$ cat src/rtl/core/pwbc_pkg.sv
`timescale 1ns / 1ps
// ----------------------------------------------------------------------------
// pwbc_pkg: shared types, constants and helpers of the line compositor
// Holds the line entry layout, the register file layout, register indexes,
// effect mode codes and the small color and window helper functions.
// ----------------------------------------------------------------------------
package pwbc_pkg;

  // Default line length in pixels
  localparam int LINE_WIDTH_DEF = 240;

  // Register indexes on the configuration port
  localparam logic [2:0] REG_WINDOW_ENABLES    = 3'd0;
  localparam logic [2:0] REG_WIN0_BOUNDS       = 3'd1;
  localparam logic [2:0] REG_WIN1_BOUNDS       = 3'd2;
  localparam logic [2:0] REG_INSIDE_MASKS      = 3'd3;
  localparam logic [2:0] REG_OUTSIDE_MASKS     = 3'd4;
  localparam logic [2:0] REG_EFFECT_CONTROL    = 3'd5;
  localparam logic [2:0] REG_BLEND_COEFFS      = 3'd6;
  localparam logic [2:0] REG_BRIGHTNESS_FACTOR = 3'd7;

  // Effect mode codes
  localparam logic [1:0] MODE_ALPHA    = 2'd1;
  localparam logic [1:0] MODE_BRIGHTEN = 2'd2;
  localparam logic [1:0] MODE_DARKEN   = 2'd3;

  // Item kinds
  localparam logic FUNC_BACKDROP = 1'b0;

  // Reset and backdrop values
  localparam logic [15:0] OUTSIDE_MASKS_RST = 16'h003F;
  localparam logic [7:0]  MASK_ALL          = 8'h3F;
  localparam logic [2:0]  BACKDROP_PRIO     = 3'd4;
  localparam logic [5:0]  BACKDROP_LAYER    = 6'h20;
  localparam logic [4:0]  COEFF_MAX         = 5'd16;
  localparam logic [7:0]  CHAN_MAX          = 8'd255;

  // One entry of the line buffer
  typedef struct packed {
    logic [23:0] color;
    logic [2:0]  prio;
    logic [5:0]  layer;
  } entry_t;

  // One input item
  typedef struct packed {
    logic        func;
    logic [7:0]  x;
    logic [7:0]  y;
    logic [14:0] color;
    logic [1:0]  prio;
    logic [4:0]  layer;
    logic        semi;
    logic        objwin;
  } pix_t;

  // Register file
  typedef struct packed {
    logic [2:0]  window_enables;
    logic [31:0] win0_bounds;
    logic [31:0] win1_bounds;
    logic [15:0] inside_masks;
    logic [15:0] outside_masks;
    logic [13:0] effect_control;
    logic [12:0] blend_coeffs;
    logic [4:0]  brightness_factor;
  } cfg_t;

  // Widen 5-5-5 (red low) to RGB888 (red high) by repeating top bits
  function automatic logic [23:0] expand555(input logic [14:0] c);
    logic [4:0] r;
    logic [4:0] g;
    logic [4:0] b;
    r = c[4:0];
    g = c[9:5];
    b = c[14:10];
    return {r, r[4:2], g, g[4:2], b, b[4:2]};
  endfunction

  function automatic logic in_span(input logic [7:0] c, input logic [7:0] lo,
                                   input logic [7:0] hi);
    if (lo <= hi) begin
      return (c >= lo) && (c < hi);
    end
    return (c >= lo) || (c < hi);
  endfunction

  // Bounds: left [31:24], right [23:16], top [15:8], bottom [7:0]
  function automatic logic in_rect(input logic [31:0] bounds, input logic [7:0] x,
                                   input logic [7:0] y);
    return in_span(x, bounds[31:24], bounds[23:16]) &&
           in_span(y, bounds[15:8], bounds[7:0]);
  endfunction

  function automatic logic [4:0] clamp16(input logic [4:0] v);
    return (v > COEFF_MAX) ? COEFF_MAX : v;
  endfunction

endpackage

$ cat src/rtl/core/pwbc_pixel_math.sv
`timescale 1ns / 1ps
// ----------------------------------------------------------------------------
// pwbc_pixel_math: window test, priority test and color effects
// Given one item and the current line entry, decides whether the item is
// stored and produces the new entry (blended or brightness adjusted).
// ----------------------------------------------------------------------------
module pwbc_pixel_math
  import pwbc_pkg::*;
(
  input  cfg_t   cfg,
  input  pix_t   pix,
  input  entry_t old_entry,
  output entry_t new_entry,
  output logic   take
);

  function automatic logic [7:0] blend_chan(input logic [7:0] s, input logic [7:0] d,
                                            input logic [4:0] eva, input logic [4:0] evb);
    logic [13:0] acc;
    logic [9:0]  q;
    acc = 14'({6'd0, s} * {9'd0, eva}) + 14'({6'd0, d} * {9'd0, evb});
    q   = acc[13:4];
    return (q > {2'd0, CHAN_MAX}) ? CHAN_MAX : q[7:0];
  endfunction

  function automatic logic [7:0] bright_chan(input logic [7:0] v, input logic [4:0] f,
                                             input logic up);
    logic [11:0] p;
    if (up) begin
      p = 12'({4'd0, CHAN_MAX - v} * {7'd0, f});
      return v + p[11:4];
    end
    p = 12'({4'd0, v} * {7'd0, f});
    return v - p[11:4];
  endfunction

  logic [7:0]  mask;
  logic [23:0] src;
  logic [23:0] fx_color;
  logic [1:0]  mode;
  logic        src_t;
  logic        dst_t;
  logic        pass;
  logic [4:0]  eva;
  logic [4:0]  evb;
  logic [4:0]  fac;

  // Pick the layer mask for this position
  always_comb begin
    if (cfg.window_enables == 3'b000) begin
      mask = MASK_ALL;
    end else if (cfg.window_enables[0] && in_rect(cfg.win0_bounds, pix.x, pix.y)) begin
      mask = cfg.inside_masks[7:0];
    end else if (cfg.window_enables[1] && in_rect(cfg.win1_bounds, pix.x, pix.y)) begin
      mask = cfg.inside_masks[15:8];
    end else if (cfg.window_enables[2] && pix.objwin) begin
      mask = cfg.outside_masks[15:8];
    end else begin
      mask = cfg.outside_masks[7:0];
    end
  end

  assign src   = expand555(pix.color);
  assign mode  = cfg.effect_control[7:6];
  assign src_t = (cfg.effect_control[5:0] & {1'b0, pix.layer}) != 6'd0;
  assign dst_t = (cfg.effect_control[13:8] & old_entry.layer) != 6'd0;
  assign pass  = ((mask[4:0] & pix.layer) != 5'd0) && ({1'b0, pix.prio} <= old_entry.prio);
  assign eva   = clamp16(cfg.blend_coeffs[4:0]);
  assign evb   = clamp16(cfg.blend_coeffs[12:8]);
  assign fac   = clamp16(cfg.brightness_factor);

  // Apply alpha blend or brightness per channel
  always_comb begin
    fx_color = src;
    if (mask[5] && (pix.semi || (mode == MODE_ALPHA && src_t && dst_t))) begin
      if (dst_t) begin
        for (int ch = 0; ch < 3; ch++) begin
          fx_color[ch*8 +: 8] = blend_chan(src[ch*8 +: 8], old_entry.color[ch*8 +: 8],
                                           eva, evb);
        end
      end
    end else if (mask[5] && src_t && (mode == MODE_BRIGHTEN || mode == MODE_DARKEN)) begin
      for (int ch = 0; ch < 3; ch++) begin
        fx_color[ch*8 +: 8] = bright_chan(src[ch*8 +: 8], fac, mode == MODE_BRIGHTEN);
      end
    end
  end

  // Build the entry to store; backdrop items always store
  always_comb begin
    if (pix.func == FUNC_BACKDROP) begin
      new_entry = '{color: src, prio: BACKDROP_PRIO, layer: BACKDROP_LAYER};
      take      = 1'b1;
    end else if (pass) begin
      new_entry = '{color: fx_color, prio: {1'b0, pix.prio}, layer: {1'b0, pix.layer}};
      take      = 1'b1;
    end else begin
      new_entry = old_entry;
      take      = 1'b0;
    end
  end

endmodule

$ cat config.mk
export PLATFORM = sky130hd
export DESIGN_NAME = pwbc_pixel_math
export DESIGN_NICKNAME = d
export VERILOG_FILES = /design/src/rtl/core/pwbc_pkg.sv /design/src/rtl/core/pwbc_pixel_math.sv
export SDC_FILE = /design/constraint.sdc
export NUM_CORES = 1
export LEC_CHECK = 0
export BUFFER_PORTS_ARGS = -buffer_cell sky130_fd_sc_hd__clkbuf_2
export CAP_MARGIN = 5
export CORE_ASPECT_RATIO = 0.8
export CORE_UTILIZATION = 55
export DETAILED_ROUTE_END_ITERATION = 8
export PLACE_DENSITY = 0.87
export SETUP_SLACK_MARGIN = 0.5
export SLEW_MARGIN = 40
export SYNTH_ARGS = -nofsm -noshare
export SYNTH_HDL_FRONTEND = slang
export SYNTH_SLANG_ARGS = --single-unit
$ cat constraint.sdc
create_clock -name vclk -period 48.3
set_input_delay 14.49 -clock vclk [all_inputs]
set_output_delay 14.49 -clock vclk [all_outputs]
set_load 0.02 [all_outputs]
==> results by group <==
Status
  – Status: finished, final reports clean

Logic synthesis
  – Ranking of synthesized cells by area: fa_1 28%, ha_1 22%, inv_1 8.4%
  – Synth top area share: 0.275
  – Ys Warns: 0
  – Most common cell in the synthesized netlist: inv_1
  – Post-synth top area cell: fa_1
  – Synth top cells by count: 408 x inv_1, 325 x ha_1, 252 x fa_1, 208 x nand2_1, 152 x and2_1
  – Synthesized area: 18300 µm²
  – Syn_area_per_cell: 8.03 µm²
  – Gate count of the mapped netlist: 2285
  – Sequential area share after synthesis: 0
  – Synth Net Count: 3067
  – Yosys cell types: 79

Cells and area
  – Seq cells: 0
  – Multi-input combinational cell area: 16600 µm²
  – ANT cells: 0
  – Fill cells: 2725
  – CLK BUF: 0
  – P&R area growth vs syn: 8.33%
  – Register Area: 0 µm²
  – Layout cell share with drive strength beyond 1: 0.115
  – Fin nets: 3229

STA
  – RSZ-0062 raised after global routing: no
  – Final min period: 37.22 ns
  – FMAX: 26.9 MHz
  – Final-report setup violation count: 0
  – Minimum hold slack: 29.38 ns
  – Max Slew Vio Count: 0
  – Measured slew at the worst slew-check pin: 0.884 ns
  – Final hold vios: 0
  – Setup TNS: 0 ns
  – Final worst-path cycle share: 0.771
  – Max_slew headroom: 0.410

Global routing
  – Routing usage on met2: 0.517
  – M1 GR Usage: 0.417
  – Grt met3 use: 0.0479
  – Global routing's busiest layer: met2
  – Largest net degree at the start of global routing: 42
  – Antenna violations before repair: 0
  – Overflow after GRT: 0
  – Vias in the first global route: 17.1k
  – GRT Total Usage: 0.311
  – Global-route wire length before repair: 84900 µm

Min path
  – Hold Path Class: in -> out

Worst setup path
  – Crit-path max cell delay: 0.76 ns
  – CP required: 33.81 ns
  – Critical path's slowest cell: o41ai_1
  – Startpoint types: input port
  – Crit-path most repeated cell: fa_1
  – Crit path DAT: 22.73 ns
  – Kind of end point of the critical path: output pin
  – Max Fanout on Critical Path: 41
  – Setup CP Type: in -> out

Routing
  – Vias: 16.8k
  – Antenna-violating nets left: 0
  – Post-route DRC violation count: 0
  – DRT Pass-1 Iters: 6
  – Number of DRC markers after the initial detailed-route iteration: 1401
  – Total Wirelength: 52100 µm
  – Vias per Instance: 5.86
  – Wire length per cell: 18.2 µm

Placed design
  – Dpl hpwl: 44600 µm
  – Port Buffers: 227
  – RePlAce Congestion: 0.983

Clock network
  – CTS resizes: 0
  – CTS Hold Bufs: 0
  – Post-CTS setup buffers: 0

Pwr
  – IR drop worst, VDD: 0.0133 mV
  – Total power: 0.000459 W
  – Pwr dens: 23.1 nW/µm²
  – Leak: 10.9 nW

Floorplan
  – Ports: 239
  – Rows: 59
  – Die X: 206 µm
  – Die area: 34100 µm²
  – Core Region: 32600 µm²
  – Starting Density: 0.562
  – Die Y-Extent: 165 µm

Run
  – MaxCap Viol Count: 0
-- final cells by class --
| class | instances | area share |
|---|---|---|
| Multi-Input combinational cell | 1796 | 0.834 |
| Timing Repair Buffer | 240 | 0.0621 |
| Tap cell | 427 | 0.0269 |
| Inverter | 409 | 0.0773 |
-- layout by cell type (no fill, tap or decap), drive strengths merged, types with 8 or more instances in the layout --
cell	count
or3	17
xor2	39
ha	325
o21bai	11
a22oi	12
o21ai	69
o21a	21
nand4	9
and3	15
a31o	8
nand2	208
buf	13
a21oi	75
nor2	130
a221oi	9
xnor2	71
o31ai	10
a211oi	10
mux2	8
nor2b	33
a31oi	19
o22ai	9
a2bb2oi	13
nand2b	45
a21o	23
and2	152
nand3	39
fa	252
clkbuf	227
mux2i	24
nor3	36
o41ai	10
inv	408
-- stage by stage --
step | worst slack (ns) | cells | cell area (µm²) | utilization
6_report | 11.08 | 2872 | 19900 | 0.609
5_1_grt | 10.57 | 2872 | 19900 | 0.609
4_1_cts | 11.20 | 2872 | 19900 | 0.609
3_5_place_dp | 11.21 | 2872 | 19900 | 0.609
3_3_place_gp | 11.49 | 2872 | 19800 | 0.608
2_1_floorplan | 12.24 | 2285 | 18300 | -
-- power by group --
part           switching, W  internal [W]
combinational      0.000266      0.000192
sequential                0             0
clock                     0             0
-- kinds of logic after synthesis --
family / share of synthesized area
AND/OR/NAND/NOR: 0.194
XOR/XNOR: 0.0525
adder cells (fa/ha/maj): 0.498
multiplexers: 0.0180
buffers and inverters: 0.101
AO/OA/AOI/OAI: 0.137
-- path summary, 6_finish.rpt --
check / start / end / slack, ns / depth (start not counted)
max: cfg[4] / new_entry[24] / 11.08 / 30
min: old_entry[4] / new_entry[4] / 29.38 / 4
-- metal layers --
layer  wire (µm)  up-vias
li1            -     7851
met1       22000     8100
met2       24200      764
met3        4480      112
met4        1460        0
met5           0        -
-- critical path: cells and delay by family --
kind                     cells  cell delay [ns]
AND/OR/NAND/NOR              7             1.51
AO/OA/AOI/OAI               10             2.50
multiplexers                 1             0.28
XOR/XNOR                     2             0.57
adder cells (fa/ha/maj)      5             2.20
buffers and inverters        5             1.16
(Power assumes the default switching activity.)
