## src/rtl/core/pwbc_ram.sv

```systemverilog
`timescale 1ns / 1ps
// ----------------------------------------------------------------------------
// pwbc_ram: generic single-write, single-read RAM
// One write port and one read port with a registered, enabled read.
// ----------------------------------------------------------------------------
module pwbc_ram #(
  parameter int WIDTH = 8,
  parameter int DEPTH = 16
) (
  input  logic                     clk,
  input  logic                     we,
  input  logic [$clog2(DEPTH)-1:0] waddr,
  input  logic [WIDTH-1:0]         wdata,
  input  logic                     re,
  input  logic [$clog2(DEPTH)-1:0] raddr,
  output logic [WIDTH-1:0]         rdata
);

  logic [WIDTH-1:0] mem [DEPTH];

  // Write port
  always_ff @(posedge clk) begin
    if (we) begin
      mem[waddr] <= wdata;
    end
  end

  // Registered read, old data on a same-address write
  always_ff @(posedge clk) begin
    if (re) begin
      rdata <= mem[raddr];
    end
  end

endmodule

```

## config.mk

```make
export PLATFORM = sky130hd
export DESIGN_NAME = pwbc_ram
export DESIGN_NICKNAME = d
export VERILOG_FILES = /design/src/rtl/core/pwbc_ram.sv
export SDC_FILE = /design/constraint.sdc
export NUM_CORES = 1
export LEC_CHECK = 0
export BUFFER_PORTS_ARGS = -buffer_cell sky130_fd_sc_hd__buf_4
export CORE_MARGIN = 2
export CORE_UTILIZATION = 45
export CTS_CLUSTER_SIZE = 24
export DETAILED_ROUTE_END_ITERATION = 10
export PLACE_DENSITY_LB_ADDON = 0.15
export SKIP_CTS_REPAIR_TIMING = 1
export SLEW_MARGIN = 20
export SYNTH_ARGS = -nofsm -noshare
export SYNTH_HDL_FRONTEND = slang
export SYNTH_SLANG_ARGS = --single-unit
```

## constraint.sdc

```tcl
create_clock -name clk -period 3.86 [get_ports clk]
set_input_delay 0.193 -clock clk [delete_from_list [all_inputs] [get_ports clk]]
set_output_delay 0.193 -clock clk [all_outputs]
set_load 0.01 [all_outputs]
```

==> flow_metrics.tcl, run 1 <==
set metrics [dict create \
    status "finished clean" \
    path_cells "buf_4 -> mux4_1 -> a22oi_1 -> nand2_1" \
    cp_slowest_cell "mux4_1" \
    leakagePower_uw 0.00203 \
    yosysTopAreaCell "edfxtp_1" \
    max-clock-path-buffers 2 \
    syn_area_per_cell_um2 22.8 \
    setup_viol 0 \
    wl_per_cell_um 23.6 \
    fp.dieW_um 112 \
    finalNonFillerCells 420 \
    yosysTopAreaCellShare 0.781 \
    synthTopCellsByArea "edfxtp_1 78%, mux4_2 7.8%, mux4_1 7.0%, a22oi_1 2.3%, nor2_1 0.93%" \
    holdCritPathClass "primary input to flop" \
    cp.required_ns 4.01 \
    whs_path_depth 1 \
    seqPwrFrac 0.481 \
    syn_nets 248 \
    start_util 0.460 \
    clkTransAtPathRegs_ns 0.06 \
    die_h_um 112 \
    dr.first_iter.drc_count 173 \
    fmax_ghz 0.640 \
    fin_nets 283 \
    worstRegToRegCells 3 \
    r2r_slack_ns 2.34 \
    synth_commonest_cells "136 x edfxtp_1, 18 x mux4_2, 16 x a22oi_1" \
    p_int_uw 2810 \
    seq_area_frac_synth 0.781 \
    root_buffer "clkbuf_16" \
    cts_tree "done" \
    synth.distinct_cells 18 \
    reg2reg_from "mem[0][5]" \
    yosysWarnings 0 \
    synth_cells 229 \
    worst_ep_arrival_time_ns 1.71 \
    cts_buffers 17 \
    tns_ns 0 \
    grt_first_pass_wirelength_mm 15.2 \
    async_reset_ff_frac 0 \
    startpoint "raddr[0]" \
    clock-sinks 136 \
    ioPinCount 27 \
    diodes 0 \
    clock_latency_ns 0.41 \
    vias 2391 \
    crit_buf_inv 1 \
    fill_cells 876 \
    worstPathMaxFanout 32 \
    peakVddDrop_uv 605 \
    pwr-share-clk 0.474 \
    finClkSkew_ns 0.00665 \
    slew_viol_final 0 \
    critPathTopFamily "multiplexers" \
    numPortBuffers 26 \
    via_per_inst 5.69 \
    yosysMostFrequentCell "edfxtp_1" \
    fin_crit_sh 0.405 \
    htreeDepth 4 \
    r2r_end "rdata[5]" \
    dieArea_um2 12500 \
    maxCapViolations 0 \
    synth_edf_count 136 \
    grt_overflow_total 0 \
    cpPeakStageDelay_ns 0.65 \
    tightest_slew_ns 1.04 \
    finalPower_uw 3480 \
    max_slew_margin 0.303 \
    synth_area_um2 5230 \
    layout-drive-gt1-share 0.282 \
    grt_max_degree 33 \
    p_per_area_nw_per_um2 566 \
    hold_viol_final 0 \
    gp_congestion 0.700 \
    swShare 0.192 \
    synth_flop_cell "edfxtp_1" \
    grt_pass1_vias 2479 \
    cp-end-kind "flop" \
    finalWirelength_mm 9.90 \
    ys_seq_elements 136 \
    row_count 39 \
    power_frac_comb 0.044 \
    final_util 0.541 \
    ant_nets 0 \
    fp.coreArea_um2 11400 \
    dp_hpwl_mm 5.94 \
    area_growth_pct 17.6 \
    crit_path_start_kind "primary input" \
    grtUsageTotal 0.174 \
    hold_start "wdata[0]" \
    layout_min_cycle_time_ns 1.56 \
    worstSetupPathType "primary input to flop" \
    antenna_found_initial 0 \
    p_sw_uw 669 \
    drc 0 \
    grt_setup_unrepaired "false" \
    dp.cells 388 \
    firstDrtPassIters 4 \
    hold_end "mem[4][0]" \
]
==> logic make-up (layout without fill, tap and decap cells) <==
group / after synthesis / count (layout) / share of synthesized area
mux: 32 / 32 / 0.148
compound gates: 16 / 16 / 0.0230
simple gates: 35 / 35 / 0.0314
flops: 136 / 136 / 0.781
buf+inv: 10 / 58 / 0.0165
==> metal layers <==
layer,track usage,share of wire,up-vias
met2,0.256,0.48,89
met1,0.247,0.43,1250
met5,0,0,-
li1,-,-,1050
met4,0.0708,0.0035,0
met3,0.0517,0.089,2
==> power by group through the flow <==
stage	clock (uW)	combinational [uW]	sequential, uW
finish	1650	154	1670
global route	1740	169	1680
CTS	1670	158	1670
detailed placement	0	158	1700
global placement	0	156	1700
floorplan	0	84.0	1700
==> cell usage in the layout, fill, tap and decap left out, drive strengths merged, types with 2 or more instances in the layout <==
master and n:
clkbuf 19, edfxtp 136, bufinv 4, clkinv 7, nand2b 2, a22oi 16, nor2 13, nor3 4
mux4 32, nand2 9, buf 26, nand3b 2
==> layout make-up <==
class	count	area, um^2	share of cell area
Sequential cell	136	4080	0.664
Multi-Input combinational cell	83	1080	0.175
Clock buffer	19	433	0.0704
Timing Repair Buffer	26	195	0.0318
Tap cell	143	179	0.0291
Clock inverter	13	178	0.0289
==> per-stage QoR <==
step / setup WS [ns] / hold slack, ns / cell area, um^2
finish: 2.30 / 0.0935 / 6150
CTS: 2.18 / 0.0815 / 6140
floorplan: 2.17 / 0.292 / 5230
global placement: 1.81 / 0.505 / 5530
detailed placement: 1.75 / 0.512 / 5530
global route: 2.17 / 0.0988 / 6150
==> sequential cells by signal, indices dropped and copies added, names as in the netlist <==
signal,cells
mem,128
rdata,8
==> worst register-to-register path: cells and delay by family, from the launching register on <==
| kind | cells | cell delay (ns) |
|---|---|---|
| muxes | 1 | 0.53 |
| AOI/OAI and AO/OA | 1 | 0.27 |
| DFF | 1 | 0.38 |
| and+or+nand+nor | 1 | 0.09 |
==> worst max path at each step <==
| stage | slack, ns | depth (start not counted) | endpoint |
|---|---|---|---|
| 3_5_place_dp | 1.75 | 3 | mem[0][2] |
| 3_3_place_gp | 1.81 | 4 | rdata[5] |
| 6_report | 2.30 | 4 | rdata[2] |
| 4_1_cts | 2.18 | 3 | mem[0][2] |
| 2_1_floorplan | 2.17 | 2 | mem[0][0] |
| 5_1_grt | 2.17 | 4 | rdata[3] |
No activity file was read; power rests on OpenSTA's default activity.
==> run 2: changes to the inputs <==
Clock period 3.86 ns to 1.61 ns, I/O delays scaled along.
==> run 2 against run 1 <==
Effect of this change: non-clock buffer count rose by 37; die area did not move; sequential power rose by 140%; register-to-register slack got worse by 2.3 ns; the flow now finishes with violations (negative hold slack); global-route usage barely moved; flip-flop and latch count did not move; total power rose by 130%; utilization rose by 2.6 points; clock power rose by 120%; combinational power rose to 2.8 times the previous value; critical endpoint is now rdata[7].
==> flow_metrics.tcl, run 2 (synthesized netlist as in run 1, its figures left out) <==
set metrics [dict create \
    peakVddDrop_uv 718 \
    r2r_end "rdata[7]" \
    p_per_area_nw_per_um2 1260 \
    final_util 0.567 \
    fp.coreArea_um2 11400 \
    grt_first_pass_wirelength_mm 15.3 \
    grt_util_met1 0.252 \
    fin_crit_sh 0.966 \
    fill_cells 862 \
    tightest_slew_ns 0.437 \
    worst_ep_arrival_time_ns 1.70 \
    root_buffer "clkbuf_16" \
    vias 2483 \
    worstSetupPathType "flop to flop" \
    hold_viol_final 11 \
    top_register "mem" \
    firstDrtPassIters 4 \
    cp.required_ns 1.76 \
    leakagePower_uw 0.00222 \
    fin_nets 320 \
    reg2reg_from "mem[3][7]" \
    grt_pass1_vias 2544 \
    ioPinCount 27 \
    largest_reg_flops 128 \
    ant_nets 0 \
    area_growth_pct 23.3 \
    finalWirelength_mm 10.1 \
    wl_per_cell_um 22.2 \
    busiest_layer "met2" \
    htreeDepth 4 \
    fp.dieW_um 112 \
    clkTransAtPathRegs_ns 0.05 \
    maxCapViolations 0 \
    finClkSkew_ns 0.00806 \
    layout_min_cycle_time_ns 1.56 \
    clock_latency_ns 0.41 \
    dr.first_iter.drc_count 130 \
    via_per_inst 5.45 \
    slew_viol_final 0 \
    die_h_um 112 \
    drc 0 \
    gp_congestion 0.758 \
    violations "negative hold slack" \
    crit_path_start_kind "flop" \
    fmax_ghz 0.643 \
    antenna_found_initial 0 \
    cpPeakStageDelay_ns 0.50 \
    status "finished with violations" \
    top_regs "mem (128), rdata (8)" \
    worstPathMaxFanout 1 \
    preCtsSetupSlack_ns -0.00685 \
    dp_hpwl_mm 6.40 \
    r2r_slack_ns 0.05 \
    startpoint "mem[3][7]" \
    grt_overflow_total 0 \
    grt_max_degree 20 \
    row_count 39 \
    start_util 0.460 \
    setup_slack_ns 0.0539 \
    max-clock-path-buffers 2 \
    cp-end-kind "flop" \
    grt_use_met3 0.0452 \
    cts_tree "done" \
    fin_hold_ws_ns -0.00412 \
    seqCellArea_um2 4080 \
    layout_common_cells "136 x edfxtp_1, 51 x buf_4, 18 x mux4_2" \
    diodes 0 \
    multi_input_area_um2 1060 \
    numPortBuffers 26 \
    worstRegToRegCells 4 \
    cts_buffers 17 \
    setup_viol 0 \
    grtUsageMet2 0.259 \
    path_cells "mux4_2 -> a22oi_2 -> buf_4 -> nand2_1" \
    cp_slowest_cell "mux4_2" \
    clock-sinks 136 \
    max_slew_margin 0.709 \
    holdCritPathClass "primary input to flop" \
    layout-drive-gt1-share 0.326 \
    dieArea_um2 12500 \
    mostFrequentLayoutCell "edfxtp_1" \
    grtUsageTotal 0.174 \
    crit_end "rdata[7]" \
]
run 2: layout make-up:
cell class,count,area share
repair buffers,63,0.0858
well taps,143,0.0278
flip-flops and latches,136,0.634
clock inverters,12,0.0208
clock buffers,19,0.0672
multi-input cells,83,0.165
run 2: per-layer routing:
metal | wire [um] | vias up
li1 | - | 1124
met2 | 4880 | 77
met1 | 4610 | 1275
met4 | 82 | 0
met3 | 545 | 7
met5 | 0 | -
run 2: worst min-delay path by stage:
stage,start,end,slack (ns),cells after the start
after floorplan,wdata[0],mem[0][0],0.18,0
after global placement,wdata[6],mem[6][6],0.39,1
after detailed placement,re,rdata[2],0.39,1
after CTS,re,rdata[2],-0.04,1
after global routing,wdata[4],mem[4][4],0.003,1
final,wdata[4],mem[4][4],-0.004,1
run 2: where the power goes:
group          leakage [uW]  internal (uW)  switching (uW)
registers           0.00124           3990            18.3
logic              0.000702            215             222
clock network      0.000279           2390            1300
run 2: critical path: cells and delay by family (launching register included):
family / cells / cell delay [ns]
flip-flops: 1 / 0.35
buffers and inverters: 1 / 0.15
AND/OR/NAND/NOR: 1 / 0.06
multiplexers: 1 / 0.50
AO/OA/AOI/OAI: 1 / 0.24
run 2: per-stage QoR:
stage | hold WS, ns | instance area, um^2 | power, uW | setup TNS [ns] | instances
2_1_floorplan | 0.179 | 5230 | 4290 | 0 | 229
4_1_cts | -0.0388 | 6370 | 8190 | 0 | 449
5_1_grt | 0.00284 | 6440 | 8410 | -0.0124 | 456
3_5_place_dp | 0.392 | 5800 | 4510 | -0.00685 | 418
3_3_place_gp | 0.388 | 5800 | 4510 | -0.0170 | 418
6_report | -0.00412 | 6440 | 8140 | 0 | 456
==> run 3: changes to the inputs <==
Settings changed: SETUP_SLACK_MARGIN set to 0.5.
==> run 3 against run 2 <==
Effect of this change: worst setup slack improved by 0.16 ns; first-iteration DRC count rose by 85%; register-to-register slack improved by 0.16 ns; via count fell by 2.1%; clock skew rose by 0.0076 ns; the flow still finishes with violations (negative hold slack).
==> flow_metrics.tcl, run 3 (synthesized netlist as in run 1, its figures left out) <==
set metrics [dict create \
    status "finished with violations" \
    violations "negative hold slack" \
    cpPeakStageDelay_ns 0.48 \
    fp.coreArea_um2 11400 \
    finClkSkew_ns 0.0157 \
    tightest_slew_ns 0.519 \
    gp_congestion 0.725 \
    max-clock-path-buffers 2 \
    final_util 0.556 \
    top_regs "mem (128), rdata (8)" \
    drc 0 \
    grt_setup_unrepaired "true" \
    cts_tree "done" \
    antenna_found_initial 0 \
    worstPathMaxFanout 1 \
    tns_ns 0 \
    root_buffer "clkbuf_16" \
    dieArea_um2 12500 \
    clock_latency_ns 0.41 \
    diodes 0 \
    wl_per_cell_um 22.0 \
    worstSetupPathType "flop to flop" \
    finalWirelength_mm 9.81 \
    htreeDepth 4 \
    ioPinCount 27 \
    worstRegToRegCells 3 \
    mostFrequentLayoutCell "edfxtp_1" \
    largest_reg_flops 128 \
    p_per_area_nw_per_um2 1200 \
    crit_path_start_kind "flop" \
    max_slew_margin 0.654 \
    row_count 39 \
    grt_overflow_total 0 \
    ant_nets 0 \
    finalPower_uw 7590 \
    vias 2432 \
    grt_first_pass_wirelength_mm 15.4 \
    top_register "mem" \
    start_util 0.460 \
    fin_nets 312 \
    dr.first_iter.drc_count 240 \
    maxCapViolations 0 \
    firstDrtPassIters 4 \
    peakVddDrop_uv 775 \
    fmax_ghz 0.715 \
    numPortBuffers 26 \
    dp_hpwl_mm 6.45 \
    holdCritPathClass "primary input to flop" \
    dpl-instance-area_um2 5750 \
    grtUsageTotal 0.174 \
    via_per_inst 5.47 \
    area_growth_pct 21.0 \
    worst_ep_arrival_time_ns 1.54 \
    die_h_um 112 \
    layout-drive-gt1-share 0.401 \
    hold_viol_final 20 \
    final_cell_area_um2 6330 \
    fill_cells 858 \
    leakagePower_uw 0.00209 \
    cp.required_ns 1.75 \
    clock-sinks 136 \
    grt_max_degree 17 \
    fin_crit_sh 0.869 \
    slew_viol_final 0 \
    layout_common_cells "136 x edfxtp_1, 44 x buf_4, 32 x mux4_2" \
    fp.dieW_um 112 \
    cp-end-kind "flop" \
    cp_slowest_cell "mux4_2" \
    layout_min_cycle_time_ns 1.40 \
    clkTransAtPathRegs_ns 0.05 \
    fin_hold_ws_ns -0.0103 \
    path_cells "mux4_2 -> a22oi_1 -> nand2_1" \
    cts_buffers 17 \
    whs_path_depth 1 \
    grt_pass1_vias 2605 \
    setup_viol 0 \
]
run 3: cell types whose count changed in the layout (fill, tap and decap cells not counted), sizes merged:
cell,before,now
clkinv,8,9
clkinvlp,1,0
dlygate4sd3,7,5
bufinv,3,0
buf,56,50
run 3: critical path, delay by kind of cell, from the launching register on:
family,cells,cell delay (ns)
and+or+nand+nor,1,0.09
DFF,1,0.36
AOI/OAI and AO/OA,1,0.20
muxes,1,0.48
run 3: per-stage QoR:
stage	setup slack, ns	hold slack (ns)	instances
after floorplan	0.327	0.179	229
after global placement	0.0332	0.400	412
after detailed placement	0.0334	0.411	412
after CTS	0.125	-0.0148	440
after global routing	0.148	0.00208	445
final	0.211	-0.0103	445
run 3: path summary, 6_finish.rpt:
check | endpoint | start | slack [ns]
worst max-delay path | rdata[4] | mem[6][4] | 0.21
worst min-delay path | mem[5][3] | wdata[3] | -0.01
worst max register to register | rdata[4] | mem[6][4] | 0.21
worst min register to register | rdata[1] | mem[10][1] | 0.76
run 3: layout make-up:
| cell class | count | area, um^2 | share of cell area |
|---|---|---|---|
| Clock buffer | 19 | 433 | 0.0684 |
| Timing Repair Buffer | 55 | 500 | 0.0791 |
| Clock inverter | 9 | 38.8 | 0.00613 |
| Multi-Input combinational cell | 83 | 1090 | 0.172 |
| Tap cell | 143 | 179 | 0.0283 |
| Sequential cell | 136 | 4080 | 0.646 |
run 3: where the power goes:
group	internal [uW]	switching, uW	total (uW)
Clock	1880	1240	3130
Sequential	3990	23.6	4020
Combinational	218	230	448
run 3: per-layer routing:
metal / up-vias / part of all wire / track usage
met5: - / 0 / 0
met4: 0 / 0.012 / 0.0593
met3: 11 / 0.058 / 0.0457
met2: 80 / 0.51 / 0.277
met1: 1252 / 0.42 / 0.237
li1: 1089 / - / -
